### config.mk
export PLATFORM = sky130hd
export DESIGN_NAME = wple_seq
export DESIGN_NICKNAME = d
export VERILOG_FILES = /design/src/sv/wple_pkg.sv /design/src/sv/wple_seq.sv
export SDC_FILE = /design/constraint.sdc
export NUM_CORES = 1
export LEC_CHECK = 0
export ABC_AREA = 0
export BUFFER_PORTS_ARGS = -buffer_cell sky130_fd_sc_hd__buf_4
export CAP_MARGIN = 10
export CORE_ASPECT_RATIO = 0.75
export CORE_MARGIN = 3
export CORE_UTILIZATION = 47
export CTS_CLUSTER_DIAMETER = 80
export DETAILED_ROUTE_END_ITERATION = 16
export HOLD_SLACK_MARGIN = 0.15
export PLACE_DENSITY = 0.72
export REMOVE_ABC_BUFFERS = 1
export SYNTH_ARGS = -nofsm -noshare
export SYNTH_HDL_FRONTEND = slang
export SYNTH_SLANG_ARGS = --single-unit
export TNS_END_PERCENT = 50
### constraint.sdc
create_clock -name i_clk -period 11.15 [get_ports i_clk]
set_input_delay 1.115 -clock i_clk [delete_from_list [all_inputs] [get_ports i_clk]]
set_output_delay 1.115 -clock i_clk [all_outputs]
set_load 0.02 [all_outputs]
### src/sv/wple_pkg.sv
`timescale 1ns / 1ps
`default_nettype none

package wple_pkg;

    localparam int MAX_PIXELS_DEF = 256;

    localparam int PIX_W    = 8;
    localparam int COLOR_W  = 8;
    localparam int WORD_W   = 3 * COLOR_W;
    localparam int TIME_W   = 16;
    localparam int BITPOS_W = 5;
    localparam int OP_W     = 2;
    localparam int CFG_AW   = 5;
    localparam int CFG_DW   = 32;
    localparam int REG_IDX_W = 3;

    localparam logic [BITPOS_W-1:0] BIT_MSB = BITPOS_W'(WORD_W - 1);

    localparam logic [PIX_W-1:0]   NUM_LEDS_RST  = 8'd0;
    localparam logic [7:0]         ONE_HIGH_RST  = 8'd4;
    localparam logic [7:0]         ONE_LOW_RST   = 8'd6;
    localparam logic [7:0]         ZERO_HIGH_RST = 8'd2;
    localparam logic [7:0]         ZERO_LOW_RST  = 8'd13;
    localparam logic [TIME_W-1:0]  LATCH_RST     = 16'd960;

    typedef enum logic [OP_W-1:0] {
        OP_TICK,
        OP_WRITE,
        OP_CLEAR,
        OP_SHOW
    } t_op;

    typedef enum logic [1:0] {
        PH_IDLE,
        PH_HIGH,
        PH_LOW,
        PH_LATCH
    } t_phase;

    typedef enum logic [REG_IDX_W-1:0] {
        REG_NUM_LEDS,
        REG_ONE_HIGH,
        REG_ONE_LOW,
        REG_ZERO_HIGH,
        REG_ZERO_LOW,
        REG_LATCH
    } t_reg_idx;

    typedef struct packed {
        logic [PIX_W-1:0]  num_leds;
        logic [7:0]        one_high_ticks;
        logic [7:0]        one_low_ticks;
        logic [7:0]        zero_high_ticks;
        logic [7:0]        zero_low_ticks;
        logic [TIME_W-1:0] latch_ticks;
    } t_cfg;

    typedef struct packed {
        t_op                op;
        logic [PIX_W-1:0]   pixel_index;
        logic [COLOR_W-1:0] red;
        logic [COLOR_W-1:0] green;
        logic [COLOR_W-1:0] blue;
    } t_cmd;

    typedef struct packed {
        logic line;
        logic busy_res;
        logic accepted;
        logic frame_done;
    } t_result;

    typedef struct packed {
        logic              wr_en;
        logic [PIX_W-1:0]  wr_addr;
        logic [WORD_W-1:0] wr_data;
        logic              clr;
        logic              rd_en;
        logic [PIX_W-1:0]  rd_addr;
    } t_mem_req;

    typedef struct packed {
        logic              pend;
        logic [WORD_W-1:0] data;
    } t_mem_rsp;

    function automatic logic [TIME_W-1:0] at_least_one(input logic [TIME_W-1:0] v);
        at_least_one = (v == '0) ? TIME_W'(1) : v;
    endfunction

endpackage

`default_nettype wire

### src/sv/wple_seq.sv
`timescale 1ns / 1ps
`default_nettype none

module wple_seq
    import wple_pkg::*;
#(
    parameter int MAX_PIXELS = MAX_PIXELS_DEF
) (
    input  wire logic i_clk,
    input  wire logic i_rst_n,
    input  wire logic i_tick,
    input  t_cmd      i_cmd,
    input  t_cfg      i_cfg,
    input  t_mem_rsp  i_rsp,
    output t_mem_req  o_req,
    output t_result   o_result
);

    localparam logic [PIX_W:0] PixLimit = (PIX_W + 1)'(MAX_PIXELS);

    t_phase            r_phase, n_phase;
    logic [TIME_W-1:0] r_time, n_time;
    logic [BITPOS_W-1:0] r_bit, n_bit;
    logic [PIX_W-1:0]  r_pix, n_pix;
    logic [WORD_W-1:0] r_shift, n_shift;
    logic [WORD_W-1:0] r_next_word, n_next_word;

    logic [WORD_W-1:0] w_nw;
    logic              w_fetch;
    logic [PIX_W:0]    w_fetch_addr;
    t_phase            w_cur;

    always_ff @(posedge i_clk) begin
        if (!i_rst_n) begin
            r_phase     <= PH_IDLE;
            r_time      <= '0;
            r_bit       <= '0;
            r_pix       <= '0;
            r_shift     <= '0;
            r_next_word <= '0;
        end else begin
            r_phase     <= n_phase;
            r_time      <= n_time;
            r_bit       <= n_bit;
            r_pix       <= n_pix;
            r_shift     <= n_shift;
            r_next_word <= n_next_word;
        end
    end

    // r_next_word, or the buffer's read data while a read is pending, holds the
    // pixel that the next load takes; a buffer read issued with each load refills it.
    always_comb begin
        n_phase      = r_phase;
        n_time       = r_time;
        n_bit        = r_bit;
        n_pix        = r_pix;
        n_shift      = r_shift;
        w_nw         = i_rsp.pend ? i_rsp.data : r_next_word;
        n_next_word  = w_nw;
        w_fetch      = 1'b0;
        w_fetch_addr = '0;
        w_cur        = r_phase;
        o_req        = '0;
        o_result     = '{line: 1'b0, busy_res: 1'b0, accepted: 1'b1, frame_done: 1'b0};

        if (i_tick) begin
            if (i_cmd.op != OP_TICK) begin
                if (r_phase != PH_IDLE) begin
                    o_result.accepted = 1'b0;
                end else begin
                    case (i_cmd.op)
                        OP_WRITE: begin
                            if ({1'b0, i_cmd.pixel_index} < PixLimit) begin
                                o_req.wr_en   = 1'b1;
                                o_req.wr_addr = i_cmd.pixel_index;
                                o_req.wr_data = {i_cmd.green, i_cmd.red, i_cmd.blue};
                                if (i_cmd.pixel_index == '0) begin
                                    n_next_word = {i_cmd.green, i_cmd.red, i_cmd.blue};
                                end
                            end else begin
                                o_result.accepted = 1'b0;
                            end
                        end
                        OP_CLEAR: begin
                            o_req.clr   = 1'b1;
                            n_next_word = '0;
                        end
                        OP_SHOW: begin
                            n_pix = '0;
                            if (n_pix < i_cfg.num_leds) begin
                                n_shift      = w_nw;
                                n_bit        = BIT_MSB;
                                n_phase      = PH_HIGH;
                                n_time       = at_least_one(TIME_W'(n_shift[n_bit] ?
                                               i_cfg.one_high_ticks : i_cfg.zero_high_ticks));
                                w_fetch      = 1'b1;
                                w_fetch_addr = {1'b0, n_pix} + (PIX_W + 1)'(1);
                            end else begin
                                n_phase      = PH_LATCH;
                                n_time       = at_least_one(i_cfg.latch_ticks);
                                w_fetch      = 1'b1;
                                w_fetch_addr = '0;
                            end
                        end
                        default: ;
                    endcase
                end
            end

            w_cur = n_phase;
            if (w_cur != PH_IDLE) begin
                o_result.busy_res = 1'b1;
                o_result.line     = (w_cur == PH_HIGH);
                n_time            = n_time - TIME_W'(1);
                if (n_time == '0) begin
                    case (w_cur)
                        PH_HIGH: begin
                            n_phase = PH_LOW;
                            n_time  = at_least_one(TIME_W'(n_shift[n_bit] ?
                                      i_cfg.one_low_ticks : i_cfg.zero_low_ticks));
                        end
                        PH_LOW: begin
                            if (n_bit != '0) begin
                                n_bit   = n_bit - BITPOS_W'(1);
                                n_phase = PH_HIGH;
                                n_time  = at_least_one(TIME_W'(n_shift[n_bit] ?
                                          i_cfg.one_high_ticks : i_cfg.zero_high_ticks));
                            end else begin
                                n_pix = n_pix + PIX_W'(1);
                                if (n_pix != '0 && n_pix < i_cfg.num_leds) begin
                                    n_shift      = ({1'b0, n_pix} < PixLimit) ? w_nw : '0;
                                    n_bit        = BIT_MSB;
                                    n_phase      = PH_HIGH;
                                    n_time       = at_least_one(TIME_W'(n_shift[n_bit] ?
                                                   i_cfg.one_high_ticks :
                                                   i_cfg.zero_high_ticks));
                                    w_fetch      = 1'b1;
                                    w_fetch_addr = {1'b0, n_pix} + (PIX_W + 1)'(1);
                                end else begin
                                    n_phase      = PH_LATCH;
                                    n_time       = at_least_one(i_cfg.latch_ticks);
                                    w_fetch      = 1'b1;
                                    w_fetch_addr = '0;
                                end
                            end
                        end
                        PH_LATCH: begin
                            n_phase             = PH_IDLE;
                            o_result.frame_done = 1'b1;
                        end
                        default: ;
                    endcase
                end
            end
        end

        if (w_fetch) begin
            if (w_fetch_addr < PixLimit) begin
                o_req.rd_en   = 1'b1;
                o_req.rd_addr = w_fetch_addr[PIX_W-1:0];
            end else begin
                n_next_word = '0;
            end
        end
    end

endmodule

`default_nettype wire
==> flow_metrics.py <==
metrics = {
    "status": {
        "outcome": "finished, final reports clean",
    },
    "synth": {
        "postSynthCellCount": 844,
        "synth.distinct_cells": 81,
        "synth_edf_count": 0,
        "ys.flop_type": "dfxtp_1",
        "syn_area_sq_mm": 0.00664,
        "seq_area_frac_synth": 0.238,
        "postSynthRegisterBits": 79,
        "async_reset_ff_frac": 0,
        "yosys_warnings": 0,
        "syn_area_per_cell_sq_um": 7.86,
    },
    "critical_path": {
        "path_class": "in -> out",
        "critPathRequiredTime_ns": 10.04,
        "path_common_cell": "buf_4",
        "max_stage_delay_ns": 0.73,
        "rrSetupSlack_ns": 5.55,
        "reg2reg_to": "r_shift[20]",
        "path_delay_family": "simple AND/OR/NAND/NOR gates",
        "regToRegStartpoint": "r_phase[1]",
        "r2r_cells": 19,
        "path_cells": "buf_4 > inv_1 > ha_1 > or4b_1 > buf_4 > a21oi_4 > o21ai_2 > nand2_1 > ha_1 > o2111ai_1 > nor3_2 > nand3_1 > a22oi_1 > nand3_1 > nor2_1 > nand4_1 > nor3b_1 > buf_4",
        "cp_max_fo": 25,
        "critPathLaunchType": "input pin",
        "cp-end-kind": "primary output",
        "crit_buf_inv": 4,
        "arrival_ns": 6.40,
        "critical_path.slowest_cell": "nor2_1",
    },
    "global_route": {
        "antenna_found_initial": 0,
        "grt_max_degree": 49,
        "grt.total_usage": 0.279,
        "first_global_vias": 6412,
        "grt-ovfl-total": 0,
        "grt_pass1_wl_um": 34700,
    },
    "timing": {
        "hold_viol_final": 0,
        "worst_slack_ns": 3.64,
        "fin_crit_ns": 7.51,
        "fin_skew_ns": 0.00716,
        "slew-limit-headroom": 0.247,
        "fin_crit_sh": 0.674,
        "drv_slew": 0,
        "worstMarginPinSlew_ns": 1.12,
        "fin_tns_setup_ns": 0,
        "final-setup-viol-count": 0,
        "fmax_ghz": 0.133,
        "rsz0062_at_grt": "no",
    },
    "power_and_ir_drop": {
        "power.share.clock": 0.343,
        "p_total_uw": 883,
        "p_sw_frac": 0.327,
        "power_density_mw_per_mm2": 108,
        "p_sw_uw": 289,
        "peakVddDrop_mv": 0.0733,
        "pwr-share-comb": 0.309,
        "leakage_uw": 0.00338,
        "p_int_uw": 594,
        "sequentialPowerShare": 0.348,
    },
    "clock_tree": {
        "cts_max_path_buffers": 2,
        "ctsHoldBuffers": 0,
        "postCtsSetupBuffers": 0,
        "numCtsBuffers": 9,
        "h-tree-depth": 3,
        "cts_tree": "done",
        "clkTransAtPathRegs_ns": 0.06,
        "worstSkewPairLatency_ns": 0.34,
        "cts_num_sinks": 79,
        "cts-root-buf": "clkbuf_16",
        "cts-resized-gates": 0,
    },
    "placement": {
        "dp_slack_ns": 3.80,
        "place_congestion": 1.04,
        "portBuffers": 164,
        "hpwlAfterDp_um": 16900,
    },
    "detailed_routing": {
        "drt-initial-drc-count": 729,
        "routed_via_density": 6.25,
        "ant_nets": 0,
        "drt_wl_total_um": 22200,
        "dr_total_vias": 7130,
        "wl_per_cell_um": 19.5,
        "drtPass1Iterations": 5,
        "drc": 0,
    },
    "floorplan": {
        "num_rows": 36,
        "die_h_um": 109,
        "dieArea_sq_mm": 0.0156,
        "core_sq_mm": 0.0134,
        "ios": 165,
        "start_util": 0.496,
        "fp.dieW_um": 143,
    },
    "hold_path": {
        "min-delay-start": "r_pix[1]",
        "hold_class": "reg -> reg",
        "hold-path-endpoint": "r_pix[1]",
        "hold_depth": 1,
    },
    "layout": {
        "n_fill_cell": 1226,
        "synthToLayoutAreaGrowth_pct": 23.4,
        "antenna_cells": 0,
        "final_util": 0.612,
        "drive_gt1_frac": 0.249,
        "nets": 1101,
    },
    "job": {
        "cap_viol_max_count": 0,
    },
}
[layout by cell type (no fill, tap or decap), drive strengths merged, types with 26 or more instances in the layout]
master,n
dfxtp,79
and3,32
nor2,99
o21ai,50
nand2,55
a211oi,57
mux2i,55
buf,174
nor3,28
nand3,26
inv,30
[stage by stage]
step | cell area [sq um] | hold WS (ns) | instances
floorplan | 6340 | 0.447 | 781
global placement | 7890 | 0.473 | 1126
detailed placement | 7890 | 0.479 | 1126
CTS | 8190 | 0.492 | 1141
global route | 8190 | 0.503 | 1141
finish | 8190 | 0.494 | 1141
[power by group through the flow]
stage	sequential (uW)	combinational [uW]	clock, uW
2_1_floorplan	311	163	0
3_3_place_gp	312	264	0
3_5_place_dp	313	265	0
4_1_cts	307	266	308
5_1_grt	308	294	315
6_report	307	273	303
[Yosys cell counts, drive strengths merged (6+ instances only)]
| master | count | area [sq um] |
|---|---|---|
| xor2 | 8 | 70.1 |
| a21o | 6 | 45.0 |
| o22ai | 7 | 43.8 |
| nor2b | 7 | 43.8 |
| nor4 | 18 | 170 |
| and3 | 32 | 200 |
| nand4 | 15 | 93.8 |
| mux4 | 7 | 158 |
| o21ai | 50 | 265 |
| mux2i | 55 | 551 |
| dfxtp | 79 | 1580 |
| inv | 30 | 113 |
| buf | 21 | 140 |
| and2 | 6 | 37.5 |
| a22o | 11 | 96.3 |
| xnor2 | 14 | 123 |
| a211oi | 57 | 428 |
| nor3 | 28 | 155 |
| clkbuf | 42 | 158 |
| nor2 | 99 | 372 |
| or2 | 8 | 50.1 |
| ha | 17 | 213 |
| o211ai | 8 | 93.8 |
| nand2 | 55 | 209 |
| nand3 | 26 | 130 |
| nor4b | 6 | 80.1 |
| a21oi | 24 | 135 |
| or4 | 7 | 63.8 |
| a31oi | 23 | 144 |
[worst max-delay path by stage]
stage,cells past startpoint,to,slack (ns),startpoint
6_report,18,o_req[2],3.64,i_cmd[32]
4_1_cts,18,o_req[2],3.77,i_cmd[32]
2_1_floorplan,13,o_req[0],4.07,i_cfg[53]
3_3_place_gp,18,o_req[2],3.95,i_cmd[32]
5_1_grt,18,o_req[7],3.11,i_cmd[32]
3_5_place_dp,18,o_req[2],3.80,i_cmd[32]
[area by class of cell]
cell class / count / area (sq um) / share of cell area
clock inverter: 3 / 42.5 / 0.00520
inverter: 30 / 113 / 0.0138
tap: 171 / 214 / 0.0261
clock buffer: 12 / 256 / 0.0313
multi-input combinational: 672 / 4670 / 0.571
sequential: 79 / 1580 / 0.193
timing repair buffer: 174 / 1310 / 0.160
[per-layer routing]
| metal | GRT usage | part of all wire | wire length [um] | up-vias |
|---|---|---|---|---|
| met1 | 0.428 | 0.47 | 10300 | 3262 |
| met3 | 0.0969 | 0.13 | 2820 | 24 |
| met5 | 0 | 0 | 0 | - |
| met4 | 0.0591 | 0.012 | 267 | 0 |
| li1 | - | - | - | 3423 |
| met2 | 0.372 | 0.40 | 8770 | 421 |
[logic make-up (layout without fill, tap and decap cells)]
kind of cell / Yosys count / count (layout) / share of synthesized area
adder cells (fa/ha/maj): 17 / 17 / 0.0320
XOR/XNOR: 22 / 22 / 0.0290
AO/OA/AOI/OAI: 238 / 238 / 0.257
multiplexers: 66 / 66 / 0.114
AND/OR/NAND/NOR: 329 / 329 / 0.267
buffers and inverters: 93 / 219 / 0.0618
flip-flops: 79 / 79 / 0.238
[flip-flops by register name, summed over array words and instances (netlist names)]
name         count
r_bit            5
r_pix            8
r_next_word     24
r_shift         24
r_phase          2
r_time          16
Note: power is estimated with default switching activity, not from simulation.
