**src/sv/wple_pkg.sv**
```systemverilog
`timescale 1ns / 1ps
`default_nettype none

package wple_pkg;

    localparam int MAX_PIXELS_DEF = 256;

    localparam int PIX_W    = 8;
    localparam int COLOR_W  = 8;
    localparam int WORD_W   = 3 * COLOR_W;
    localparam int TIME_W   = 16;
    localparam int BITPOS_W = 5;
    localparam int OP_W     = 2;
    localparam int CFG_AW   = 5;
    localparam int CFG_DW   = 32;
    localparam int REG_IDX_W = 3;

    localparam logic [BITPOS_W-1:0] BIT_MSB = BITPOS_W'(WORD_W - 1);

    localparam logic [PIX_W-1:0]   NUM_LEDS_RST  = 8'd0;
    localparam logic [7:0]         ONE_HIGH_RST  = 8'd4;
    localparam logic [7:0]         ONE_LOW_RST   = 8'd6;
    localparam logic [7:0]         ZERO_HIGH_RST = 8'd2;
    localparam logic [7:0]         ZERO_LOW_RST  = 8'd13;
    localparam logic [TIME_W-1:0]  LATCH_RST     = 16'd960;

    typedef enum logic [OP_W-1:0] {
        OP_TICK,
        OP_WRITE,
        OP_CLEAR,
        OP_SHOW
    } t_op;

    typedef enum logic [1:0] {
        PH_IDLE,
        PH_HIGH,
        PH_LOW,
        PH_LATCH
    } t_phase;

    typedef enum logic [REG_IDX_W-1:0] {
        REG_NUM_LEDS,
        REG_ONE_HIGH,
        REG_ONE_LOW,
        REG_ZERO_HIGH,
        REG_ZERO_LOW,
        REG_LATCH
    } t_reg_idx;

    typedef struct packed {
        logic [PIX_W-1:0]  num_leds;
        logic [7:0]        one_high_ticks;
        logic [7:0]        one_low_ticks;
        logic [7:0]        zero_high_ticks;
        logic [7:0]        zero_low_ticks;
        logic [TIME_W-1:0] latch_ticks;
    } t_cfg;

    typedef struct packed {
        t_op                op;
        logic [PIX_W-1:0]   pixel_index;
        logic [COLOR_W-1:0] red;
        logic [COLOR_W-1:0] green;
        logic [COLOR_W-1:0] blue;
    } t_cmd;

    typedef struct packed {
        logic line;
        logic busy_res;
        logic accepted;
        logic frame_done;
    } t_result;

    typedef struct packed {
        logic              wr_en;
        logic [PIX_W-1:0]  wr_addr;
        logic [WORD_W-1:0] wr_data;
        logic              clr;
        logic              rd_en;
        logic [PIX_W-1:0]  rd_addr;
    } t_mem_req;

    typedef struct packed {
        logic              pend;
        logic [WORD_W-1:0] data;
    } t_mem_rsp;

    function automatic logic [TIME_W-1:0] at_least_one(input logic [TIME_W-1:0] v);
        at_least_one = (v == '0) ? TIME_W'(1) : v;
    endfunction

endpackage

`default_nettype wire

```
**src/sv/wple_regs.sv**
```systemverilog
`timescale 1ns / 1ps
`default_nettype none

module wple_regs
    import wple_pkg::*;
(
    input  wire logic              i_clk,
    input  wire logic              i_rst_n,
    input  wire logic              i_psel,
    input  wire logic              i_penable,
    input  wire logic              i_pwrite,
    input  wire logic [CFG_AW-1:0] i_paddr,
    input  wire logic [CFG_DW-1:0] i_pwdata,
    output logic      [CFG_DW-1:0] o_prdata,
    output logic                   o_pready,
    output t_cfg                   o_cfg
);

    t_cfg     r_cfg;
    t_reg_idx w_idx;
    logic     w_wr;

    assign o_pready = 1'b1;
    assign w_idx    = t_reg_idx'(i_paddr[CFG_AW-1:2]);
    assign w_wr     = i_psel && i_penable && i_pwrite && o_pready;
    assign o_cfg    = r_cfg;

    always_ff @(posedge i_clk) begin
        if (!i_rst_n) begin
            r_cfg.num_leds        <= NUM_LEDS_RST;
            r_cfg.one_high_ticks  <= ONE_HIGH_RST;
            r_cfg.one_low_ticks   <= ONE_LOW_RST;
            r_cfg.zero_high_ticks <= ZERO_HIGH_RST;
            r_cfg.zero_low_ticks  <= ZERO_LOW_RST;
            r_cfg.latch_ticks     <= LATCH_RST;
        end else if (w_wr) begin
            case (w_idx)
                REG_NUM_LEDS:  r_cfg.num_leds        <= i_pwdata[PIX_W-1:0];
                REG_ONE_HIGH:  r_cfg.one_high_ticks  <= i_pwdata[7:0];
                REG_ONE_LOW:   r_cfg.one_low_ticks   <= i_pwdata[7:0];
                REG_ZERO_HIGH: r_cfg.zero_high_ticks <= i_pwdata[7:0];
                REG_ZERO_LOW:  r_cfg.zero_low_ticks  <= i_pwdata[7:0];
                REG_LATCH:     r_cfg.latch_ticks     <= i_pwdata[TIME_W-1:0];
                default: ;
            endcase
        end
    end

    always_comb begin
        case (w_idx)
            REG_NUM_LEDS:  o_prdata = CFG_DW'(r_cfg.num_leds);
            REG_ONE_HIGH:  o_prdata = CFG_DW'(r_cfg.one_high_ticks);
            REG_ONE_LOW:   o_prdata = CFG_DW'(r_cfg.one_low_ticks);
            REG_ZERO_HIGH: o_prdata = CFG_DW'(r_cfg.zero_high_ticks);
            REG_ZERO_LOW:  o_prdata = CFG_DW'(r_cfg.zero_low_ticks);
            REG_LATCH:     o_prdata = CFG_DW'(r_cfg.latch_ticks);
            default:       o_prdata = '0;
        endcase
    end

endmodule

`default_nettype wire

```
**config.mk**
```make
export PLATFORM = sky130hd
export DESIGN_NAME = wple_regs
export DESIGN_NICKNAME = d
export VERILOG_FILES = /design/src/sv/wple_pkg.sv /design/src/sv/wple_regs.sv
export SDC_FILE = /design/constraint.sdc
export NUM_CORES = 1
export LEC_CHECK = 0
export BUFFER_PORTS_ARGS = -buffer_cell sky130_fd_sc_hd__clkbuf_2
export CAP_MARGIN = 25
export CELL_PAD_IN_SITES_DETAIL_PLACEMENT = 1
export CELL_PAD_IN_SITES_GLOBAL_PLACEMENT = 2
export CORE_MARGIN = 1.5
export CORE_UTILIZATION = 24
export CTS_CLUSTER_DIAMETER = 30
export DETAILED_ROUTE_END_ITERATION = 7
export PLACE_DENSITY = 0.85
export REMOVE_ABC_BUFFERS = 1
export SETUP_SLACK_MARGIN = 0.2
export SLEW_MARGIN = 10
export SYNTH_ARGS = -nofsm -noshare
export SYNTH_HDL_FRONTEND = slang
export SYNTH_SLANG_ARGS = --single-unit
```
**constraint.sdc**
```tcl
create_clock -name i_clk -period 1.02 [get_ports i_clk]
set_input_delay 0.102 -clock i_clk [delete_from_list [all_inputs] [get_ports i_clk]]
set_output_delay 0.102 -clock i_clk [all_outputs]
set_load 0.02 [all_outputs]
```
==> results of run 1 <==
report_power, final:
part	internal [W]	leakage [nW]	switching [W]
sequential	0.00219	0.471	0.0000160
clock	0.000919	0.0671	0.000834
combinational	0.000367	1.87	0.000446
layer usage:
| layer | GRT usage (%) | up-vias |
|---|---|---|
| li1 | - | 1314 |
| met3 | 3.39 | 20 |
| met5 | 0 | - |
| met2 | 33.4 | 115 |
| met4 | 5.30 | 0 |
| met1 | 21.4 | 1411 |
stage by stage:
step,cells,hold slack (ns)
floorplan,273,0.191
global placement,578,0.337
detailed placement,578,0.356
CTS,602,0.0333
global route,610,0.0555
finish,610,0.0400
final cells by class:
| type | instances | area [sq um] | share of cell area, % |
|---|---|---|---|
| clock inverters | 2 | 16.3 | 0.298 |
| repair buffers | 186 | 2190 | 40.1 |
| inverters | 6 | 22.5 | 0.412 |
| multi-input cells | 211 | 1730 | 31.6 |
| well taps | 143 | 179 | 3.27 |
| flip-flops and latches | 56 | 1200 | 22.0 |
| clock buffers | 6 | 129 | 2.36 |
logic make-up (layout without fill, tap and decap cells):
group	Yosys count	after routing	synth area share [%]
mux	71	71	26.0
flops	56	56	40.3
other cells	2	17	0.270
compound gates	26	26	6.74
simple gates	97	97	17.7
buf+inv	41	200	9.08
critical path, stage by stage, from the launching register on:
cell      delay [ns]
dfxtp_2         0.34
mux2i_1         0.06
or3_4           0.38
o221ai_2        0.08
clkbuf_8        0.19
worst max path at each step:
stage | to | slack [ns] | cells past startpoint
3_5_place_dp | o_cfg[15]$_SDFFE_PN0P_ | -0.35 | 6
6_report | o_prdata[1] | -0.42 | 4
2_1_floorplan | o_cfg[32]$_SDFFE_PN0P_ | -0.50 | 3
3_3_place_gp | o_cfg[15]$_SDFFE_PN0P_ | -0.32 | 6
4_1_cts | o_prdata[6] | -0.39 | 4
5_1_grt | o_prdata[1] | -0.47 | 4
layout by cell type (no fill, tap or decap), types with 4 or more instances in the layout:
cell,synthesis,layout
inv_1,6,6
conb_1,2,17
and2_4,0,8
buf_4,21,22
o221ai_2,0,4
dfxtp_4,0,4
nor2b_1,10,10
nand2_1,62,59
buf_6,2,68
buf_8,0,57
mux2_2,10,7
dfxtp_2,0,52
o311ai_2,0,4
mux2i_1,61,57
a22oi_2,0,8
clkbuf_2,0,20
clkbuf_16,0,6
mux2i_2,0,4
buf_12,0,5
clkbuf_8,0,13
timing repair:
| item | 4_1_cts | 5_1_grt |
|---|---|---|
| hold endpoints to repair | 0 | 0 |
| buffers inserted | 16 | 8 |
| pin swaps | 19 | 7 |
| resized for setup | 303 | 96 |
| hold buffers | 0 | 0 |
| setup endpoints to repair | 128 | 127 |
==> results.py, run 1 <==
metrics = {
    "cts": {
        "cts_tree": "built",
        "cts_made_buffers": 5,
        "worstSkewPairLatency_ns": 0.29,
        "clkSlewWorstSetupHoldPaths_ns": 0.08,
        "htreeDepth": 2,
        "clock_path_buffers": 2,
        "root_buffer": "clkbuf_16",
        "cts.sinks": 56,
    },
    "drt": {
        "drtAntennaViolNets": 0,
        "vias_per_cell": 4.69,
        "drt_pass1_iterations": 4,
        "wirelength_um": 11500,
        "drc_errors": 0,
        "drt-met1-wl_um": 4680,
        "route.vias.total": 2860,
        "wl_met3_um": 504,
        "top_layer": "met4",
        "drtIter0Drc": 80,
        "wl_per_cell_um": 18.8,
        "wl_met2_um": 6030,
    },
    "global_route": {
        "grt_usage_pct": 18.2,
        "grt_remaining_overflow": 0,
        "grt_pass1_vias": 3096,
        "antenna_found_initial": 0,
        "grt_max_degree": 38,
        "grt_pass1_wl_um": 17600,
    },
    "layout": {
        "fin_nets": 508,
        "design_area_sq_um": 5470,
        "fillers": 1204,
        "largest_reg_flops": 56,
        "synthToLayoutAreaGrowth_pct": 96.3,
        "num_antenna_cells": 0,
        "final_util_pct": 48.1,
        "drive_gt1_share_pct": 66.4,
    },
    "critical_path": {
        "reg2reg_setup_slack_ns": 0.04,
        "reg2reg_depth": 5,
        "cp_max_fo": 2,
        "rr_endpoint": "o_cfg[34]$_SDFFE_PN1P_",
        "critical_path_class": "reg2out",
        "required_ns": 0.92,
        "endpoint_kind": "output pin",
        "startpoint_type": "register",
        "r2r-start": "o_cfg[34]$_SDFFE_PN1P_",
        "startpoint": "o_cfg[49]$_SDFFE_PN0P_",
        "cp.arrival_ns": 1.34,
    },
    "hold_path": {
        "holdPathEnd": "o_cfg[10]$_SDFFE_PN0P_",
        "hp-class": "in2reg",
        "min-delay-start": "i_pwdata[10]",
        "whs_path_depth": 3,
    },
    "place": {
        "place_congestion": 0.792,
        "placed_area_sq_um": 3810,
        "dp_hpwl_um": 7180,
        "place_ws_ns": -0.349,
        "io_buffers": 95,
    },
    "power": {
        "power_density_nw_per_um2": 874,
        "peakVddDrop_mv": 0.744,
        "p_total_w": 0.00478,
        "leakagePower_nw": 2.41,
    },
    "yosys": {
        "yosys-top-cells-area": "dfxtp_1 40%, mux2i_1 22%, nand2_1 8.4%, buf_4 5.7%, mux2_2 4.0%",
        "synth-seq-area-share_pct": 40.3,
        "netlist_area_sq_um": 2780,
        "synth_common_cells": "62 x nand2_1, 61 x mux2i_1, 56 x dfxtp_1",
        "synthCells": 293,
        "yosys_warnings": 0,
        "syn_avg_cell_area_sq_um": 9.50,
        "synth-async-reset-ratio_pct": 0,
        "ys_types": 32,
        "synth-edff-count": 0,
        "yosys_register_bits": 56,
        "synth_most_common_cell": "nand2_1",
        "synth_ff_type": "dfxtp_1",
        "yosysTopAreaCellShare_pct": 40.3,
        "yosysTopAreaCell": "dfxtp_1",
    },
    "status": {
        "status": "finished, violations left",
        "violations": "negative setup slack",
    },
    "sta": {
        "final_hold_viol_count": 0,
        "final.setup_skew_ns": 0,
        "rsz0062_at_grt": "yes",
        "setup_viol": 47,
        "min_period_ns": 1.44,
        "post-route-period-util_pct": 141,
        "worst_slack_ns": -0.423,
        "setup_tns_ns": -7.21,
        "finalMaxSlewViolations": 0,
        "clock.fmax_mhz": 693,
    },
    "floorplanning": {
        "pin_count": 131,
        "core-area_sq_um": 11400,
        "die_w_um": 111,
        "dieArea_sq_um": 12300,
        "die_h_um": 111,
        "start_util_pct": 24.5,
        "rows": 39,
    },
    "job": {
        "drv_cap": 0,
    },
}
(Power assumes the default switching activity.)
==> inputs of run 2 (changes only) <==
--- a/config.mk
+++ b/config.mk
@@ -7,13 +7,11 @@
 export LEC_CHECK = 0
 export BUFFER_PORTS_ARGS = -buffer_cell sky130_fd_sc_hd__clkbuf_2
 export CAP_MARGIN = 25
-export CELL_PAD_IN_SITES_DETAIL_PLACEMENT = 1
-export CELL_PAD_IN_SITES_GLOBAL_PLACEMENT = 2
 export CORE_MARGIN = 1.5
-export CORE_UTILIZATION = 24
+export CORE_UTILIZATION = 42
 export CTS_CLUSTER_DIAMETER = 30
 export DETAILED_ROUTE_END_ITERATION = 7
-export PLACE_DENSITY = 0.85
+export PLACE_DENSITY = 0.84
 export REMOVE_ABC_BUFFERS = 1
 export SETUP_SLACK_MARGIN = 0.2
 export SLEW_MARGIN = 10
==> results.py, run 2 (synthesized netlist as in run 1, its figures left out) <==
metrics = {
    "status": {
        "status": "finished, violations left",
        "violations": "negative setup slack",
    },
    "floorplanning": {
        "dieArea_sq_um": 7130,
        "die_w_um": 84.4,
        "start_util_pct": 43.6,
        "rows": 29,
        "pin_count": 131,
        "die_h_um": 84.4,
        "core-area_sq_um": 6390,
    },
    "critical_path": {
        "cp_slowest_cell": "dfxtp_2",
        "cp_max_fo": 2,
        "cpPeakStageDelay_ns": 0.35,
        "cp.arrival_ns": 1.41,
        "path_delay_family": "flip-flops",
        "path_buf_inv": 1,
        "reg2reg_setup_slack_ns": 0.01,
        "critical_path_class": "reg2out",
        "reg2reg_depth": 5,
        "rr_endpoint": "o_cfg[20]$_SDFFE_PN0P_",
        "required_ns": 0.92,
        "endpoint_kind": "output pin",
        "worstPathCellList": "mux2_2, a22oi_1, o22ai_1, buf_4",
        "r2r-start": "o_cfg[20]$_SDFFE_PN0P_",
        "startpoint_type": "register",
    },
    "global_route": {
        "grt_max_degree": 31,
        "grt_pass1_vias": 3016,
        "grt_usage_pct": 28.3,
        "antenna_found_initial": 0,
        "grt_pass1_wl_um": 15800,
        "grt_remaining_overflow": 0,
    },
    "cts": {
        "clkSlewWorstSetupHoldPaths_ns": 0.10,
        "worstSkewPairLatency_ns": 0.32,
        "cts_tree": "built",
        "root_buffer": "clkbuf_8",
        "clock_path_buffers": 2,
        "cts.sinks": 56,
        "cts_made_buffers": 5,
        "htreeDepth": 2,
    },
    "sta": {
        "rsz0062_at_grt": "yes",
        "worst_slack_ns": -0.490,
        "finalMaxSlewViolations": 0,
        "setup_tns_ns": -6.54,
        "post-route-period-util_pct": 148,
        "final.setup_skew_ns": 0,
        "min_period_ns": 1.51,
        "setup_viol": 49,
        "clock.fmax_mhz": 662,
        "final_hold_viol_count": 0,
    },
    "drt": {
        "vias_per_cell": 5.53,
        "drc_errors": 0,
        "route.vias.total": 3056,
        "drtAntennaViolNets": 0,
        "drtIter0Drc": 286,
        "wl_per_cell_um": 22.1,
        "drt_pass1_iterations": 5,
        "wirelength_um": 12200,
    },
    "hold_path": {
        "whs_path_depth": 3,
        "min-delay-start": "i_pwdata[15]",
        "holdPathEnd": "o_cfg[15]$_SDFFE_PN0P_",
        "hp-class": "in2reg",
    },
    "layout": {
        "fillers": 284,
        "most-common-layout-cells": "65 x buf_8, 62 x buf_6, 60 x nand2_1, 58 x mux2i_1, 43 x dfxtp_2",
        "largest_reg_flops": 56,
        "num_antenna_cells": 0,
        "layout_commonest_cell": "buf_8",
        "fin_nets": 517,
        "drive_gt1_share_pct": 65.3,
        "final_util_pct": 85.8,
        "synthToLayoutAreaGrowth_pct": 96.9,
    },
    "job": {
        "drv_cap": 0,
    },
    "place": {
        "place_congestion": 0.879,
        "dp_hpwl_um": 5850,
        "io_buffers": 95,
    },
    "power": {
        "leakagePower_nw": 2.46,
        "peakVddDrop_mv": 0.808,
        "power_density_nw_per_um2": 832,
    },
}
-- run 2: changes by cell type in the layout (fill, tap and decap cells not counted), sizes merged --
cell / delta
bufinv: +1
dlygate4sd3: +5
clkbuf: -6
clkinvlp: -1
buf: +10
-- run 2: how the worst max path moves through the flow --
stage	end	slack, ns	depth (start not counted)	startpoint
floorplan	o_cfg[32]$_SDFFE_PN0P_	-0.50	3	i_paddr[4]
global placement	o_cfg[13]$_SDFFE_PN0P_	-0.25	7	i_paddr[2]
detailed placement	o_cfg[15]$_SDFFE_PN0P_	-0.32	7	i_paddr[2]
CTS	o_prdata[6]	-0.42	4	o_cfg[30]$_SDFFE_PN0P_
global route	o_prdata[2]	-0.53	4	o_cfg[2]$_SDFFE_PN0P_
finish	o_prdata[2]	-0.49	4	o_cfg[2]$_SDFFE_PN0P_
-- run 2: layer usage --
metal / up-vias / wire (um) / GRT usage [%]
met2: 192 / 6170 / 49.2
met1: 1489 / 4860 / 33.4
met5: - / 0 / 0
li1: 1336 / - / -
met3: 39 / 843 / 6.59
met4: 0 / 377 / 12.0
-- run 2: worst min-delay path, cell delays in order --
cell and delay (ns):
clkbuf_2 0.08, nand2_1 0.06, mux2i_1 0.06
-- run 2: timing repair --
item / CTS / global route
pin swaps: 21 / 11
gates resized for setup: 281 / 120
hold buffers: 4 / 1
buffers inserted: 12 / 22
setup endpoints to repair: 128 / 128
cloned: 2 / 0
endpoints found under the hold margin: 4 / 1
-- run 2: metrics by stage --
stage	setup slack (ns)	instances	total power, W	hold slack [ns]	cell area [sq um]
floorplan	-0.500	273	0.00251	0.191	2610
CTS	-0.423	530	0.00444	0.00253	5030
finish	-0.490	553	0.00456	0.0256	5480
global placement	-0.247	504	0.00280	0.336	3690
global route	-0.526	553	0.00468	0.0443	5480
detailed placement	-0.319	504	0.00282	0.340	3690
-- run 2: layout make-up --
cell class                 instances  area, sq um  area share, %
clock buffer                       6         72.6           1.32
clock inverter                     2         35.0          0.639
inverter                           6         22.5          0.411
multi-input combinational        211         1730           31.5
sequential                        56         1220           22.3
tap                               77         96.3           1.76
timing repair buffer             195         2310           42.1
-- run 2: report_power, final --
group	internal [W]	total [W]	switching, W
clock network	0.000731	0.00149	0.000759
registers	0.00217	0.00219	0.0000197
logic	0.000416	0.000878	0.000462
total	0.00332	0.00456	0.00124
==> inputs of run 3 (changes only) <==
--- a/config.mk
+++ b/config.mk
@@ -8,10 +8,10 @@
 export BUFFER_PORTS_ARGS = -buffer_cell sky130_fd_sc_hd__clkbuf_2
 export CAP_MARGIN = 25
 export CORE_MARGIN = 1.5
-export CORE_UTILIZATION = 42
+export CORE_UTILIZATION = 47
 export CTS_CLUSTER_DIAMETER = 30
 export DETAILED_ROUTE_END_ITERATION = 7
-export PLACE_DENSITY = 0.84
+export PLACE_DENSITY = 0.89
 export REMOVE_ABC_BUFFERS = 1
 export SETUP_SLACK_MARGIN = 0.2
 export SLEW_MARGIN = 10
==> constraint.sdc (replaced) <==
create_clock -name i_clk -period 1.5 [get_ports i_clk]
set_input_delay 0.3 -clock i_clk [delete_from_list [all_inputs] [get_ports i_clk]]
set_output_delay 0.3 -clock i_clk [all_outputs]
set_load 0.02 [all_outputs]
==> results.py, run 3 (synthesized netlist as in run 1, its figures left out) <==
metrics = {
    "layout": {
        "fillers": 368,
        "layout_commonest_cell": "clkbuf_2",
        "synthToLayoutAreaGrowth_pct": 49.5,
        "most-common-layout-cells": "76 x clkbuf_2, 61 x mux2i_1, 59 x nand2_1, 43 x buf_4, 33 x dfxtp_1",
        "drive_gt1_share_pct": 52.2,
        "num_antenna_cells": 0,
        "fin_nets": 468,
        "largest_reg_flops": 56,
        "design_area_sq_um": 4160,
    },
    "sta": {
        "min_period_ns": 1.66,
        "setup_tns_ns": -1.36,
        "clock.fmax_mhz": 603,
        "finalMaxSlewViolations": 0,
        "post-route-period-util_pct": 111,
        "final_hold_viol_count": 0,
        "rsz0062_at_grt": "yes",
        "worst_slack_ns": -0.160,
        "setup_viol": 16,
        "final.setup_skew_ns": 0,
    },
    "global_route": {
        "grt_max_degree": 42,
        "grt_remaining_overflow": 0,
        "antenna_found_initial": 0,
        "grt_usage_pct": 25.8,
        "grt_pass1_wl_um": 12700,
        "grt_pass1_vias": 2564,
    },
    "floorplanning": {
        "rows": 27,
        "start_util_pct": 49.6,
        "core-area_sq_um": 5610,
        "dieArea_sq_um": 6390,
        "pin_count": 131,
        "die_h_um": 80.0,
        "die_w_um": 80.0,
    },
    "critical_path": {
        "rr_endpoint": "o_cfg[18]$_SDFFE_PN1P_",
        "endpoint_kind": "output pin",
        "r2r-start": "o_cfg[18]$_SDFFE_PN1P_",
        "critical_path_class": "reg2out",
        "critPathCapture": "o_prdata[1]",
        "required_ns": 1.20,
        "startpoint_type": "register",
        "cp.arrival_ns": 1.36,
        "startpoint": "o_cfg[41]$_SDFFE_PN0P_",
        "cp_max_fo": 2,
        "reg2reg_depth": 3,
        "reg2reg_setup_slack_ns": 0.69,
    },
    "drt": {
        "wirelength_um": 9000,
        "vias_per_cell": 5.47,
        "wl_per_cell_um": 18.0,
        "drt_pass1_iterations": 4,
        "drc_errors": 0,
        "route.vias.total": 2732,
        "drtIter0Drc": 178,
        "drtAntennaViolNets": 0,
    },
    "place": {
        "placed_area_sq_um": 3410,
        "dp_hpwl_um": 5430,
        "place_congestion": 0.833,
        "io_buffers": 95,
    },
    "status": {
        "violations": "negative setup slack",
        "status": "finished, violations left",
    },
    "cts": {
        "root_buffer": "clkbuf_8",
        "cts_made_buffers": 5,
        "htreeDepth": 2,
        "worstSkewPairLatency_ns": 0.32,
        "cts.sinks": 56,
        "clock_path_buffers": 2,
        "clkSlewWorstSetupHoldPaths_ns": 0.11,
        "cts_tree": "built",
    },
    "job": {
        "drv_cap": 0,
    },
    "power": {
        "leakagePower_nw": 1.98,
        "power_density_nw_per_um2": 799,
        "peakVddDrop_mv": 0.630,
    },
    "hold_path": {
        "hp-class": "in2reg",
    },
}
run 3: final cells by class:
type                            count  area (sq um)  area share, %
Tap cell                           72          90.1           2.16
Inverter                            6          26.3          0.631
Timing Repair Buffer              146          1110           26.7
Multi-Input combinational cell    211          1630           39.1
Clock buffer                        5          68.8           1.65
Clock inverter                      3          90.1           2.16
Sequential cell                    56          1150           27.6
run 3: metrics by stage:
stage	total power (W)	std cells	utilization [%]	setup slack [ns]	hold slack, ns
6_report	0.00332	499	74.2	-0.160	0.212
5_1_grt	0.00342	499	74.2	-0.211	0.213
4_1_cts	0.00325	490	70.2	-0.135	0.215
3_5_place_dp	0.00190	466	60.9	-0.229	0.462
3_3_place_gp	0.00189	466	60.9	-0.180	0.450
2_1_floorplan	0.00171	273	-	-0.218	0.389
run 3: report_power, final:
part	switching (W)	internal (W)	total [W]
Sequential	0.00000983	0.00150	0.00151
Combinational	0.000268	0.000201	0.000469
Clock	0.000513	0.000835	0.00135
Total	0.000791	0.00253	0.00332
run 3: what timing repair did:
action                     4_1_cts  5_1_grt
hold buffers                     0        0
pin swaps                       14        9
buffers inserted                16        9
setup endpoints to repair       27       22
gates resized for setup         71       55
run 3: how the worst min path moves through the flow:
stage / start / end / slack (ns) / cells past startpoint
after floorplan: i_rst_n / o_cfg[42]$_SDFFE_PN1P_ / 0.39 / 1
after global placement: o_cfg[10]$_SDFFE_PN0P_ / o_cfg[10]$_SDFFE_PN0P_ / 0.45 / 2
after detailed placement: o_cfg[12]$_SDFFE_PN0P_ / o_cfg[12]$_SDFFE_PN0P_ / 0.46 / 2
after CTS: i_pwdata[14] / o_cfg[14]$_SDFFE_PN0P_ / 0.21 / 3
after global routing: i_pwdata[14] / o_cfg[14]$_SDFFE_PN0P_ / 0.21 / 3
final: i_pwdata[13] / o_cfg[13]$_SDFFE_PN0P_ / 0.21 / 3
run 3: per-layer routing:
layer	vias to the layer above	wire length [um]	track usage [%]
met5	-	0	0
met4	0	246	11.0
met3	24	652	6.29
met2	149	4570	44.9
met1	1321	3530	29.7
li1	1238	-	-
run 3: worst max-delay path, stage by stage, from the launching register on:
cell and delay, ns:
dfxtp_2 0.36, mux2i_1 0.07, or3_1 0.33, o221ai_2 0.09
clkbuf_8 0.19
